<file path="src/rtl/u16u8_pkg.sv">
`default_nettype none
// ---------------------------------------------------------------------------
// u16u8_pkg
// shared types and constants of the utf-16 to utf-8 encoder
// ---------------------------------------------------------------------------
package u16u8_pkg;

	localparam int unsigned MAX_BYTES     = 6;
	localparam int unsigned BYTE_IDX_W    = 3;
	localparam int unsigned QUEUE_DEPTH   = 2;

	localparam logic [15:0] LIMIT_ONE     = 16'h0080;
	localparam logic [15:0] LIMIT_TWO     = 16'h0800;
	localparam logic [15:0] HIGH_FIRST    = 16'hD800;
	localparam logic [15:0] HIGH_LAST     = 16'hDBFF;
	localparam logic [15:0] LOW_FIRST     = 16'hDC00;
	localparam logic [15:0] LOW_LAST      = 16'hDFFF;
	localparam logic [20:0] PLANE_OFFSET  = 21'h10000;
	localparam logic [7:0]  CONT_MARK     = 8'h80;
	localparam logic [7:0]  LEAD_TWO      = 8'hC0;
	localparam logic [7:0]  LEAD_THREE    = 8'hE0;
	localparam logic [7:0]  LEAD_FOUR     = 8'hF0;

	// one queued job: bytes of one unit transfer, in emit order
	typedef struct packed {
		logic [MAX_BYTES-1:0][7:0] bytes;
		logic [BYTE_IDX_W-1:0]     count;
		logic                      fin;
	} u16u8_job_t;

	typedef struct packed {
		logic empty;
		logic full;
	} u16u8_qstat_t;

endpackage : u16u8_pkg
`default_nettype wire

</file>
<file path="src/rtl/utf16_to_utf8_encoder_top.sv">
`default_nettype none
// ---------------------------------------------------------------------------
// utf16_to_utf8_encoder_top
// utf-16 code units in, utf-8 bytes out
// ---------------------------------------------------------------------------
// input channel: unit_valid / unit_stall carry code_unit and final_unit, one
// code unit per transfer. output channel: byte_valid / byte_stall carry one
// byte per transfer with run_last (last byte of a unit) and string_end.
// the front pairs surrogates and pushes one job of 1 to 6 bytes per unit
// into a short queue; a high surrogate that waits for its partner pushes
// nothing. the back sends one byte per cycle from a registered output
// while the queue holds a job and byte_stall is low. the first byte of a
// unit passes through the queue and then the output register. a unit
// yields as many bytes as its job holds (1 to 3, 4 for a pair, 3 to 6 for
// a flushed surrogate plus a unit); the back's byte rate bounds the output.
// reset clears the held surrogate, the queue pointers and count, and the output valid bit.
// a stalled output holds its byte; the queue fills and then unit_stall rises.
// ---------------------------------------------------------------------------
module utf16_to_utf8_encoder_top #(
	parameter int unsigned QueueDepth = u16u8_pkg::QUEUE_DEPTH
) (
	input  wire logic        clk,
	input  wire logic        arst_n,
	input  wire logic        unit_valid,
	output logic             unit_stall,
	input  wire logic [15:0] code_unit,
	input  wire logic        final_unit,
	output logic             byte_valid,
	input  wire logic        byte_stall,
	output logic [7:0]       out_byte,
	output logic             run_last,
	output logic             string_end
);
	import u16u8_pkg::*;

	u16u8_job_t   push_job;
	u16u8_job_t   head;
	u16u8_qstat_t qstat;
	logic         push;
	logic         pop;

	u16u8_front u_front (
		.clk        (clk),
		.arst_n     (arst_n),
		.unit_valid (unit_valid),
		.unit_stall (unit_stall),
		.code_unit  (code_unit),
		.final_unit (final_unit),
		.qstat      (qstat),
		.push       (push),
		.job        (push_job)
	);

	u16u8_queue #(
		.DEPTH (QueueDepth)
	) u_queue (
		.clk      (clk),
		.arst_n   (arst_n),
		.push     (push),
		.push_job (push_job),
		.pop      (pop),
		.head     (head),
		.qstat    (qstat)
	);

	u16u8_back u_back (
		.clk        (clk),
		.arst_n     (arst_n),
		.head       (head),
		.qstat      (qstat),
		.pop        (pop),
		.byte_valid (byte_valid),
		.byte_stall (byte_stall),
		.out_byte   (out_byte),
		.run_last   (run_last),
		.string_end (string_end)
	);

endmodule : utf16_to_utf8_encoder_top
`default_nettype wire

</file>
<file path="src/rtl/u16u8_front.sv">
`default_nettype none
// ---------------------------------------------------------------------------
// u16u8_front
// accepts code units, pairs surrogates and builds the byte job for each unit
// ---------------------------------------------------------------------------
module u16u8_front (
	input  wire logic                   clk,
	input  wire logic                   arst_n,
	input  wire logic                   unit_valid,
	output logic                        unit_stall,
	input  wire logic [15:0]            code_unit,
	input  wire logic                   final_unit,
	input  wire u16u8_pkg::u16u8_qstat_t qstat,
	output logic                        push,
	output u16u8_pkg::u16u8_job_t       job
);
	import u16u8_pkg::*;

	logic [9:0]  held_high_q;
	logic        held_valid_q;
	logic        is_high;
	logic        is_low;
	logic        accept;
	logic        pair;
	logic        hold_new;
	logic [20:0] cp;
	logic [15:0] flush_unit;
	logic [2:0][7:0] new_bytes;
	logic [1:0]  new_count;
	logic [2:0][7:0] flush_bytes;

	assign is_high    = (code_unit >= HIGH_FIRST) && (code_unit <= HIGH_LAST);
	assign is_low     = (code_unit >= LOW_FIRST) && (code_unit <= LOW_LAST);
	assign pair       = held_valid_q && is_low;
	assign hold_new   = is_high && !final_unit;
	assign cp         = {1'b0, held_high_q, code_unit[9:0]} + PLANE_OFFSET;
	assign flush_unit = HIGH_FIRST | {6'd0, held_high_q};

	assign unit_stall = qstat.full;
	assign accept     = unit_valid && !unit_stall;

	assign flush_bytes[0] = LEAD_THREE | {4'd0, flush_unit[15:12]};
	assign flush_bytes[1] = CONT_MARK | {2'd0, flush_unit[11:6]};
	assign flush_bytes[2] = CONT_MARK | {2'd0, flush_unit[5:0]};

	always_comb begin
		new_bytes = '0;
		new_count = 2'd0;
		if (hold_new) begin
			new_count = 2'd0;
		end else if (code_unit < LIMIT_ONE) begin
			new_bytes[0] = code_unit[7:0];
			new_count    = 2'd1;
		end else if (code_unit < LIMIT_TWO) begin
			new_bytes[0] = LEAD_TWO | {2'd0, code_unit[11:6]};
			new_bytes[1] = CONT_MARK | {2'd0, code_unit[5:0]};
			new_count    = 2'd2;
		end else begin
			new_bytes[0] = LEAD_THREE | {4'd0, code_unit[15:12]};
			new_bytes[1] = CONT_MARK | {2'd0, code_unit[11:6]};
			new_bytes[2] = CONT_MARK | {2'd0, code_unit[5:0]};
			new_count    = 2'd3;
		end
	end

	always_comb begin
		job       = '0;
		job.fin   = final_unit;
		if (pair) begin
			job.bytes[0] = LEAD_FOUR | {5'd0, cp[20:18]};
			job.bytes[1] = CONT_MARK | {2'd0, cp[17:12]};
			job.bytes[2] = CONT_MARK | {2'd0, cp[11:6]};
			job.bytes[3] = CONT_MARK | {2'd0, cp[5:0]};
			job.count    = BYTE_IDX_W'(4);
		end else if (held_valid_q) begin
			job.bytes[0] = flush_bytes[0];
			job.bytes[1] = flush_bytes[1];
			job.bytes[2] = flush_bytes[2];
			job.bytes[3] = new_bytes[0];
			job.bytes[4] = new_bytes[1];
			job.bytes[5] = new_bytes[2];
			job.count    = BYTE_IDX_W'(3) + BYTE_IDX_W'(new_count);
		end else begin
			job.bytes[0] = new_bytes[0];
			job.bytes[1] = new_bytes[1];
			job.bytes[2] = new_bytes[2];
			job.count    = BYTE_IDX_W'(new_count);
		end
	end

	assign push = accept && (job.count != '0);

	always_ff @(posedge clk or negedge arst_n) begin
		if (!arst_n) begin
			held_valid_q <= 1'b0;
			held_high_q  <= '0;
		end else if (accept) begin
			if (!pair && hold_new) begin
				held_valid_q <= 1'b1;
				held_high_q  <= code_unit[9:0];
			end else begin
				held_valid_q <= 1'b0;
				held_high_q  <= '0;
			end
		end
	end

endmodule : u16u8_front
`default_nettype wire

</file>
<file path="src/rtl/u16u8_queue.sv">
`default_nettype none
// ---------------------------------------------------------------------------
// u16u8_queue
// short job queue between front and back
// ---------------------------------------------------------------------------
module u16u8_queue #(
	parameter int unsigned DEPTH = u16u8_pkg::QUEUE_DEPTH
) (
	input  wire logic                  clk,
	input  wire logic                  arst_n,
	input  wire logic                  push,
	input  wire u16u8_pkg::u16u8_job_t push_job,
	input  wire logic                  pop,
	output u16u8_pkg::u16u8_job_t      head,
	output u16u8_pkg::u16u8_qstat_t    qstat
);
	import u16u8_pkg::*;

	localparam int unsigned PTR_W = $clog2(DEPTH);
	localparam int unsigned CNT_W = $clog2(DEPTH + 1);

	u16u8_job_t       mem_q [DEPTH];
	logic [PTR_W-1:0] wr_ptr_q;
	logic [PTR_W-1:0] rd_ptr_q;
	logic [CNT_W-1:0] count_q;

	assign head        = mem_q[rd_ptr_q];
	assign qstat.empty = (count_q == '0);
	assign qstat.full  = (count_q == CNT_W'(DEPTH));

	always_ff @(posedge clk) begin
		if (push) begin
			mem_q[wr_ptr_q] <= push_job;
		end
	end

	always_ff @(posedge clk or negedge arst_n) begin
		if (!arst_n) begin
			wr_ptr_q <= '0;
			rd_ptr_q <= '0;
			count_q  <= '0;
		end else begin
			if (push) begin
				wr_ptr_q <= (wr_ptr_q == PTR_W'(DEPTH - 1)) ? '0 : wr_ptr_q + 1'b1;
			end
			if (pop) begin
				rd_ptr_q <= (rd_ptr_q == PTR_W'(DEPTH - 1)) ? '0 : rd_ptr_q + 1'b1;
			end
			if (push && !pop) begin
				count_q <= count_q + 1'b1;
			end else if (pop && !push) begin
				count_q <= count_q - 1'b1;
			end
		end
	end

`ifndef SYNTHESIS
	a_no_push_full: assert property (@(posedge clk) disable iff (!arst_n)
		qstat.full |-> !push) else $error("push into full queue");
	a_no_pop_empty: assert property (@(posedge clk) disable iff (!arst_n)
		qstat.empty |-> !pop) else $error("pop from empty queue");
`endif

endmodule : u16u8_queue
`default_nettype wire

</file>
<file path="src/rtl/u16u8_back.sv">
`default_nettype none
// ---------------------------------------------------------------------------
// u16u8_back
// walks the head job one byte per cycle into the output register while the output is not stalled
// ---------------------------------------------------------------------------
module u16u8_back (
	input  wire logic                    clk,
	input  wire logic                    arst_n,
	input  wire u16u8_pkg::u16u8_job_t   head,
	input  wire u16u8_pkg::u16u8_qstat_t qstat,
	output logic                         pop,
	output logic                         byte_valid,
	input  wire logic                    byte_stall,
	output logic [7:0]                   out_byte,
	output logic                         run_last,
	output logic                         string_end
);
	import u16u8_pkg::*;

	logic [BYTE_IDX_W-1:0] idx_q;
	logic                  out_valid_q;
	logic [7:0]            out_byte_q;
	logic                  run_last_q;
	logic                  string_end_q;
	logic                  load;
	logic                  last_byte;

	assign load      = (!out_valid_q || !byte_stall) && !qstat.empty;
	assign last_byte = (idx_q == head.count - 1'b1);
	assign pop       = load && last_byte;

	assign byte_valid = out_valid_q;
	assign out_byte   = out_byte_q;
	assign run_last   = run_last_q;
	assign string_end = string_end_q;

	always_ff @(posedge clk) begin
		if (load) begin
			out_byte_q   <= head.bytes[idx_q];
			run_last_q   <= last_byte;
			string_end_q <= last_byte && head.fin;
		end
	end

	always_ff @(posedge clk or negedge arst_n) begin
		if (!arst_n) begin
			out_valid_q <= 1'b0;
			idx_q       <= '0;
		end else begin
			if (load) begin
				out_valid_q <= 1'b1;
			end else if (!byte_stall) begin
				out_valid_q <= 1'b0;
			end
			if (pop) begin
				idx_q <= '0;
			end else if (load) begin
				idx_q <= idx_q + 1'b1;
			end
		end
	end

`ifndef SYNTHESIS
	a_idx_in_job: assert property (@(posedge clk) disable iff (!arst_n)
		!qstat.empty |-> (idx_q < head.count)) else $error("byte index past job");
	a_idx_idle: assert property (@(posedge clk) disable iff (!arst_n)
		qstat.empty |-> (idx_q == '0)) else $error("byte index left over");
	a_end_is_last: assert property (@(posedge clk) disable iff (!arst_n)
		(out_valid_q && string_end_q) |-> run_last_q) else $error("string end not last");
`endif

endmodule : u16u8_back
`default_nettype wire
</file>
<file path="config.mk">
export PLATFORM = sky130hd
export DESIGN_NAME = utf16_to_utf8_encoder_top
export DESIGN_NICKNAME = d
export VERILOG_FILES = /design/src/rtl/u16u8_pkg.sv /design/src/rtl/utf16_to_utf8_encoder_top.sv /design/src/rtl/u16u8_front.sv /design/src/rtl/u16u8_queue.sv /design/src/rtl/u16u8_back.sv
export SDC_FILE = /design/constraint.sdc
export NUM_CORES = 1
export LEC_CHECK = 0
export ABC_CLOCK_PERIOD_IN_PS = 10890
export BUFFER_PORTS_ARGS = -buffer_cell sky130_fd_sc_hd__buf_2
export CORE_UTILIZATION = 32
export DETAILED_ROUTE_END_ITERATION = 10
export PLACE_DENSITY = 0.57
export SETUP_SLACK_MARGIN = 0.3
export SYNTH_ARGS = -nofsm -noshare
export SYNTH_HDL_FRONTEND = slang
export SYNTH_HIERARCHICAL = 1
export SYNTH_SLANG_ARGS = --single-unit
</file>
<file path="constraint.sdc">
create_clock -name clk -period 10.89 [get_ports clk]
set_input_delay 2.178 -clock clk [delete_from_list [all_inputs] [get_ports clk]]
set_output_delay 2.178 -clock clk [all_outputs]
set_load 0.005 [all_outputs]
</file>
* Yosys cells after proc, flatten, opt, wreduce, memory -nomap -nowiden *
Memory sizes are Yosys's and may differ from the RTL's.
Cells that the tools add are included.

word-level totals
  input bits = 21
  register bits = 29
  output and inout bits = 12
  word-level logic and storage cells = 80
  bits in latches = 0
  memories kept = 1
  bits in read-only memories = 0
  memory bits (writable) = 104

memories
  name           depth  width  rd ports  clocked after Yosys merged registers in  write ports  RTL line           source
  u_queue.mem_q  2      52     1         0                                        1            u16u8_queue.sv:22  u16u8_job_t mem_q [DEPTH];

cells by class
  bitwise operators = 0
  shift-type cells = 0
  $mul = 0
  divide/modulo/power cells = 0
  magnitude comparators = 7
  equality and inequality tests = 3
  reductions and logical operators = 25
  mux-type cells = 26
  add/sub/neg operators = 8

operators by type and width
  operator                                               count
  two-way mux 24 bit                                     2
  two-way mux 35 bit                                     1
  >= comparator 16 bit (second input constant)           2
  <= comparator 16 bit (second input constant)           2
  two-way mux 16 bit                                     2
  two-way mux 27 bit                                     1
  binary-select mux 8 bit (select 3 bit)                 1
  two-way mux 8 bit                                      3
  adder 20 x 17 -> 21 bit (second input constant)        1
  < comparator 16 x 12 -> 1 bit (second input constant)  1
  < comparator 16 x 8 -> 1 bit (second input constant)   1
  two-way mux 14 bit                                     1
  logical AND 1 bit                                      12
  two-way mux 10 bit                                     1
  logical NOT 1 bit                                      8
  two-way mux 1 bit                                      8
  two-way mux 2 bit                                      4
  two-way mux 3 bit                                      2
  < comparator 3 x 4 -> 1 bit (second input constant)    1
  nonzero test 2 bit                                     2
  adder 2 x 2 -> 3 bit (first input constant)            1
  adder 3 x 1 -> 3 bit (second input constant)           1
  == test 3 bit                                          1
  nonzero test 3 bit                                     1
  other kinds (8)                                        9

* Longest topological paths before layout *
Gate-level depths: netlist of the first run.

  word-level depth = 13
  mapped depth = 13
  gate-level depth less buffers = 11

* By module *
Netlist of the first run, hierarchy kept.

by module, submodules not included
  module       area each (um^2)  seq. area each (um^2)  instances  cells each
  u16u8_queue  4190.3            3223.1                 1          178
  u16u8_front  1428.9            275.3                  1          205
  u16u8_back   978.4             400.4                  1          78

* Least setup slack after synthesis of the first run *
No wires, ideal clock.

  kind = input to register
  start point = in code_unit[10]
  end point = mem u_queue/mem_q[0][0] (netlist bit), enable pin
  setup time = 468 ps
  data required time = 10422 ps
  buffers on the path = 3
  arrival = 6239 ps
  cell stages on the path = 9
  setup slack = 4183 ps
  cell sequence = buf_2 or4_1 buf_2 buf_6 nand2_1 ha_1 o32a_1 o22ai_1 nor2b_1

between the ends
  word-level cells in the longest chain between the ends = 11
  elaborated cells on any way between the ends = 20
  classes of those cells = 1 x add/sub; 6 x order compare; 7 x mux; 6 x reduce/logical

RTL lines
  what                                                    RTL line                              source
  start, declared                                         utf16_to_utf8_encoder_top.sv:26       input wire logic [15:0] code_unit,
  < comparator 16 x 12 -> 1 bit (tied with other cells)   u16u8_front.sv:54                     end else if (code_unit < LIMIT_TWO) begin
  two-way mux 1 bit or logical AND 1 bit (tied branches)  u16u8_front.sv:54, u16u8_front.sv:32
  two-way mux 2 bit or logical AND 1 bit (tied branches)  u16u8_front.sv:51, u16u8_front.sv:35
  two-way mux 2 bit                                       u16u8_front.sv:49                     if (hold_new) begin
  adder 2 x 2 -> 3 bit                                    u16u8_front.sv:82                     job.count = BYTE_IDX_W'(3) + BYTE_IDX_W'(new_count);
  two-way mux 27 bit                                      u16u8_front.sv:75                     end else if (held_valid_q) begin
  two-way mux 35 bit (*)                                  u16u8_front.sv:69                     if (pair) begin
  nonzero test 3 bit (*)                                  u16u8_front.sv:91                     assign push = accept && (job.count != '0);
  logical AND 1 bit (*)                                   u16u8_front.sv:91
  named net push                                          utf16_to_utf8_encoder_top.sv:39       logic push;
  two-way mux 1 bit (*)                                   u16u8_queue.sv:32                     if (push) begin
  two-way mux 1 bit (implied by the code) (*)             u16u8_queue.sv:33                     mem_q[wr_ptr_q] <= push_job;
  end, declared                                           u16u8_queue.sv:22

Mark *: on every way through the listed nets, which the timed path passes. The rest lies on a longest branch.

* Worst setup path in the final report of the first run *
  start point = in code_unit[13]
  end point = mem u_queue/mem_q[1][35] (netlist bit), enable pin

Same word-level chain as after synthesis.

==> results of run 1 <==
critical path: cells and delay by family:
| kind | cells | cell delay, ns |
|---|---|---|
| adder cells (fa/ha/maj) | 1 | 0.27 |
| buffers and inverters | 2 | 0.71 |
| AND/OR/NAND/NOR | 4 | 1.61 |
| AO/OA/AOI/OAI | 2 | 0.57 |
Yosys cell counts, types with 5 or more instances:
master,count
edfxtp_1,114
mux2_4,49
nand2_1,42
mux2i_1,24
o21ai_0,24
dfrtp_1,19
inv_1,18
o22ai_1,17
nor2_1,14
a21oi_1,11
clkbuf_1,9
nor3_1,9
and2_1,7
buf_4,7
nand3_1,7
buf_2,6
mux4_2,6
xor2_1,6
buf_12,5
ha_1,5
worst min path at each step:
stage | start | endpoint | cells after the start
after CTS | u_queue/count_q[1] | u_queue/count_q[1] | 1
after floorplan | u_queue/wr_ptr_q | u_queue/wr_ptr_q | 1
after detailed placement | u_queue/count_q[1] | u_queue/count_q[1] | 1
after global placement | u_queue/count_q[1] | u_queue/count_q[1] | 1
after global routing | u_queue/count_q[1] | u_queue/count_q[1] | 1
final | u_queue/count_q[1] | u_queue/count_q[1] | 1
registers in the layout (all words and copies together) (netlist names):
| name | cells |
|---|---|
| u_queue/rd_ptr_q | 1 |
| u_back/out_byte | 8 |
| u_front/held_valid_q | 1 |
| u_front/held_high_q | 10 |
| u_back/run_last | 1 |
| u_queue/mem_q | 104 |
| u_back/string_end | 1 |
| u_queue/count_q | 2 |
| u_back/idx_q | 3 |
| u_back/byte_valid | 1 |
| u_queue/wr_ptr_q | 1 |
stage by stage:
step | hold slack [ns] | instances
finish | 0.495 | 771
global route | 0.517 | 771
CTS | 0.499 | 771
detailed placement | 0.486 | 739
global placement | 0.475 | 739
floorplan | 0.453 | 464
metal layers:
metal | wire length (um) | up-vias | share of wire (%) | GRT usage, %
met5 | 0 | - | 0 | 0
li1 | - | 1784 | - | -
met4 | 167 | 0 | 1.2 | 4.32
met2 | 6860 | 121 | 48 | 22.6
met3 | 816 | 13 | 5.8 | 4.20
met1 | 6310 | 1894 | 45 | 17.9
area by class of cell:
| type | count | area (um^2) | share of cell area (%) |
|---|---|---|---|
| flip-flops and latches | 133 | 3900 | 51.8 |
| clock inverters | 15 | 204 | 2.71 |
| well taps | 270 | 338 | 4.49 |
| multi-input cells | 281 | 2390 | 31.8 |
| repair buffers | 37 | 198 | 2.63 |
| clock buffers | 17 | 425 | 5.66 |
| inverters | 18 | 67.6 | 0.898 |
power groups by stage:
stage,registers (mW),logic (mW),clock network (mW)
CTS,0.815,0.635,0.609
global placement,0.818,0.621,0
detailed placement,0.825,0.632,0
floorplan,0.806,0.524,0
global route,0.829,0.670,0.634
finish,0.813,0.624,0.599
placed cells by master (no fill, tap or decap), types with 7 or more instances in the layout:
master,Yosys,layout
a21oi_1,11,11
nand3_1,7,7
mux2_4,49,49
inv_1,18,18
nor2_1,14,14
nand2_1,42,42
dfrtp_1,19,18
mux2i_1,24,24
buf_2,6,32
edfxtp_1,114,114
o22ai_1,17,17
clkbuf_16,0,17
nor3_1,9,9
o21ai_0,24,24
kinds of logic after synthesis:
group | after synthesis | share of synthesized area (%)
DFF | 133 | 59.1
xor gates and xnor gates | 11 | 1.80
AOI/OAI and AO/OA | 74 | 7.17
muxes | 84 | 18.1
other | 1 | 0.0568
buffers and inverters | 50 | 4.99
and+or+nand+nor | 103 | 7.79
adders and majority gates | 5 | 0.948
==> impl_metrics.yaml, run 1 <==
clock_tree:
  clock-sinks: 133
  ctsHoldBuffers: 0
  cts_buffer_depth: 2
  postCtsSetupRepairBufs: 0
  cts_tree: "built"
  cts_root_buffer: "clkbuf_16"
  path_clk_slew_ns: 0.06
  insertion_delay_ns: 0.41
  cts_resized: 0
  cts-htree-levels: 4
  cts_made_buffers: 17
sta:
  finalSetupViolations: 0
  skew_ns: 0.00609
  slew_viol_final: 0
  rsz0062_at_grt: "false"
  setup_ws_ns: 5.54
  slew-limit-headroom_pct: 31.6
  fmax_mhz: 187
  tns_ns: 0
  finalCritPeriodShare_pct: 49.1
  fin_crit_ns: 5.35
  tightest_slew_ns: 1.02
  hold_violations: 0
global_routing:
  grt_pass1_vias: 3903
  grt_start_max_net_pins: 54
  grt_overflow: 0
  track_usage_pct: 14.0
  antenna_found_initial: 0
  grt_pass1_wl_um: 22000
setup_path:
  crit_start: "code_unit[13]"
  max_stage_delay_ns: 0.85
  reg2reg_to: "u_queue/count_q[1]"
  crit_type: "input pin to flip-flop"
  worstPathCellList: "buf_2 > nand3b_4 > or4_1 > nand2_1 > ha_1 > o32a_1 > o22ai_1 > and2_2 > buf_4"
  crit_arrival_ns: 5.39
  worstReg2RegStart: "u_queue/rd_ptr_q"
  cp-endpoint: "u_queue/mem_q[1][35]"
  worst_r2r_path_depth: 12
  crit_slowest_cell: "or4_1"
  reg2reg_slack_ns: 7.67
  worstSetupEndpointType: "flip-flop"
  path_max_fanout: 52
  worstSetupStartpointType: "input pin"
  cp_data_required_time_ns: 10.93
detailed_routing:
  route.detailed.drc: 0
  postRouteWirelength_um: 14200
  final_antenna_net_count: 0
  wl_per_cell_um: 18.4
  drt_iter0_drc: 461
  vias: 3812
  dr.pass1.iters: 5
  routed_via_density: 4.94
placed_design:
  placed_area_mm2: 0.00689
  pre_cts_ws_ns: 5.17
  dp.final_hpwl_um: 9590
  gp_congestion: 0.895
  port_buffers: 32
yosys:
  ys_ff_latch: 133
  syn-cell-area_mm2: 0.00660
  syn-mean-instance-area_um2: 14.3
  synthTopCellsByArea: "edfxtp_1 (52%), mux2_4 (11%), dfrtp_1 (7.2%)"
  synth_edf_count: 114
  synth.distinct_cells: 58
  ys.flop_type: "edfxtp_1"
  synth_top_area_share_pct: 51.9
  yosys_warnings: 6
  async_flop_share_pct: 14.3
  ys_seq_area_share_pct: 59.1
  synth_top_area_cell: "edfxtp_1"
  netlist_instances: 461
power:
  swShare_pct: 29.3
  clkPwrFrac_pct: 29.4
  peakVddDrop_uv: 167
  combPwrFrac_pct: 30.6
  power.internal_mw: 1.44
  seqPwrFrac_pct: 39.9
  power_density_mw_per_mm2: 271
  power_switching_mw: 0.597
  power_leakage_nw: 2.89
  finalPower_mw: 2.04
cells_and_area:
  fill_cells: 1865
  utilization_pct: 37.2
  syn_to_final_growth_pct: 14.0
  final_cell_area_mm2: 0.00752
  num-nets-final: 514
  diodes: 0
  drive_gt1_share_pct: 28.7
floorplan:
  dieArea_mm2: 0.0212
  die_x_um: 146
  start_util_pct: 32.6
  io_pins: 33
  placement_rows: 52
  core_mm2: 0.0202
  dieHeight_um: 146
worst_hold_path:
  hold_class: "flip-flop to flip-flop"
status:
  status: "completed"
job:
  drv_cap: 0
(Power assumes the default switching activity.)
==> inputs of run 2 (changes only) <==
- ABC_CLOCK_PERIOD_IN_PS: 10890 -> 4400
- PLACE_DENSITY: 0.57 -> 0.59
- clock period: 10.89 -> 4.4 ns (I/O delays scaled with it)
==> impl_metrics.yaml, run 2 (same netlist as run 1, synthesis figures left out) <==
global_routing:
  grt_pass1_vias: 3744
  grt_start_max_net_pins: 53
  grt_pass1_wl_um: 21600
  antenna_found_initial: 0
  grt_overflow: 0
  track_usage_pct: 13.9
clock_tree:
  clock-sinks: 133
  cts_resized: 0
  path_clk_slew_ns: 0.05
  postCtsSetupRepairBufs: 0
  cts_tree: "built"
  cts_made_buffers: 17
  insertion_delay_ns: 0.41
  ctsHoldBuffers: 0
  cts_buffer_depth: 2
  cts_root_buffer: "clkbuf_16"
  cts-htree-levels: 4
sta:
  rsz0062_at_grt: "false"
  finalCritPeriodShare_pct: 78.9
  tightest_slew_ns: 0.936
  skew_ns: 0.0101
  slew-limit-headroom_pct: 37.6
  finalSetupViolations: 0
  hold_violations: 0
  fin_crit_ns: 3.47
  tns_ns: 0
  slew_viol_final: 0
  fmax_mhz: 288
floorplan:
  die_x_um: 146
  start_util_pct: 32.6
  placement_rows: 52
  dieArea_mm2: 0.0212
  core_mm2: 0.0202
  io_pins: 33
  dieHeight_um: 146
cells_and_area:
  diodes: 0
  max_flop_register: "u_queue/mem_q"
  drive_gt1_share_pct: 28.6
  layout_commonest_cell: "edfxtp_1"
  final_cell_mix: "edfxtp_1 (114), mux2_4 (49), nand2_1 (42), buf_2 (32)"
  num-nets-final: 517
  fin_cells: 774
  utilization_pct: 37.2
  fill_cells: 1895
  largest_register_ffs: 104
  syn_to_final_growth_pct: 14.0
power:
  power_leakage_nw: 2.90
  power_switching_mw: 1.43
  swShare_pct: 28.9
  power.internal_mw: 3.50
  power_density_mw_per_mm2: 655
  clkPwrFrac_pct: 27.7
  seqPwrFrac_pct: 40.8
  combPwrFrac_pct: 31.5
  peakVddDrop_uv: 399
placed_design:
  dp.final_hpwl_um: 9810
  gp_congestion: 0.941
  dp.cells: 742
  port_buffers: 32
detailed_routing:
  wl_per_cell_um: 18.3
  vias: 3856
  drt_iter0_drc: 404
  postRouteWirelength_um: 14200
  final_antenna_net_count: 0
  dr.pass1.iters: 5
  routed_via_density: 4.98
  route.detailed.drc: 0
setup_path:
  crit_type: "input pin to flip-flop"
  worstSetupEndpointType: "flip-flop"
  max_stage_delay_ns: 0.64
  path_max_fanout: 52
  worst_r2r_path_depth: 5
  cp_data_required_time_ns: 4.47
  crit_start: "code_unit[13]"
  reg2reg_slack_ns: 1.81
  worstPathCellList: "buf_2 > nand3b_4 > or4_1 > buf_4 > nand2_1 > ha_1 > o32a_1 > o22ai_1 > nor2b_4 > buf_12"
  crit_arrival_ns: 3.55
  worstSetupStartpointType: "input pin"
  reg2reg_to: "u_queue/mem_q[0][14]"
  worstReg2RegStart: "u_front/held_valid_q"
  crit_slowest_cell: "or4_1"
worst_hold_path:
  hold_class: "input pin to async pin"
status:
  status: "completed"
job:
  drv_cap: 0
[run 2: cell types whose count changed in the layout (fill, tap and decap cells not counted)]
cell and delta:
clkinv_1 -1, buf_4 +1, clkinv_2 +2, clkinvlp_4 -2, buf_12 +2, clkbuf_8 +3
bufinv_16 -2, clkbuf_1 +4, inv_6 -2, clkinv_4 -2
[run 2: routing by layer]
layer  vias to the layer above  share of wire [%]  global-route usage [%]
li1                       1785                  -                       -
met1                      1916                 46                    18.7
met2                       137                 48                    21.2
met3                        18                5.4                    3.61
met4                         0                1.5                    5.84
met5                         -                  0                       0
[run 2: cell type report]
type / count / area [um^2] / area share (%)
clock buffers: 24 / 482 / 6.40
clock inverters: 8 / 100 / 1.33
inverters: 18 / 67.6 / 0.898
multi-input cells: 281 / 2390 / 31.8
flip-flops and latches: 133 / 3900 / 51.8
well taps: 270 / 338 / 4.49
repair buffers: 40 / 245 / 3.26
[run 2: how the worst max path moves through the flow]
stage / endpoint
global route: u_queue/mem_q[1][15]
global placement: u_queue/mem_q[1][15]
detailed placement: u_queue/mem_q[0][18]
CTS: u_queue/mem_q[0][15]
finish: u_queue/mem_q[0][14]
floorplan: u_queue/mem_q[0][0]
[run 2: power groups by stage]
stage	clock (mW)	combinational (mW)	sequential, mW
6_report	1.37	1.55	2.01
5_1_grt	1.45	1.67	2.05
4_1_cts	1.39	1.58	2.02
3_5_place_dp	0	1.58	2.04
3_3_place_gp	0	1.55	2.02
2_1_floorplan	0	1.30	1.98
[run 2: through the flow]
stage | hold slack (ns) | total power, mW | cell area (um^2) | worst slack (ns)
finish | 0.420 | 4.93 | 7520 | 0.928
CTS | 0.422 | 4.99 | 7520 | 0.983
floorplan | 0.456 | 3.28 | 6620 | 0.533
global placement | 0.480 | 3.58 | 6940 | 0.617
detailed placement | 0.484 | 3.62 | 6940 | 0.551
global route | 0.429 | 5.17 | 7520 | 0.807
[run 2: critical path, delay by kind of cell]
| kind | cells | cell delay, ns |
|---|---|---|
| adder cells (fa/ha/maj) | 1 | 0.25 |
| AO/OA/AOI/OAI | 2 | 0.50 |
| AND/OR/NAND/NOR | 4 | 1.18 |
| buffers and inverters | 3 | 0.67 |
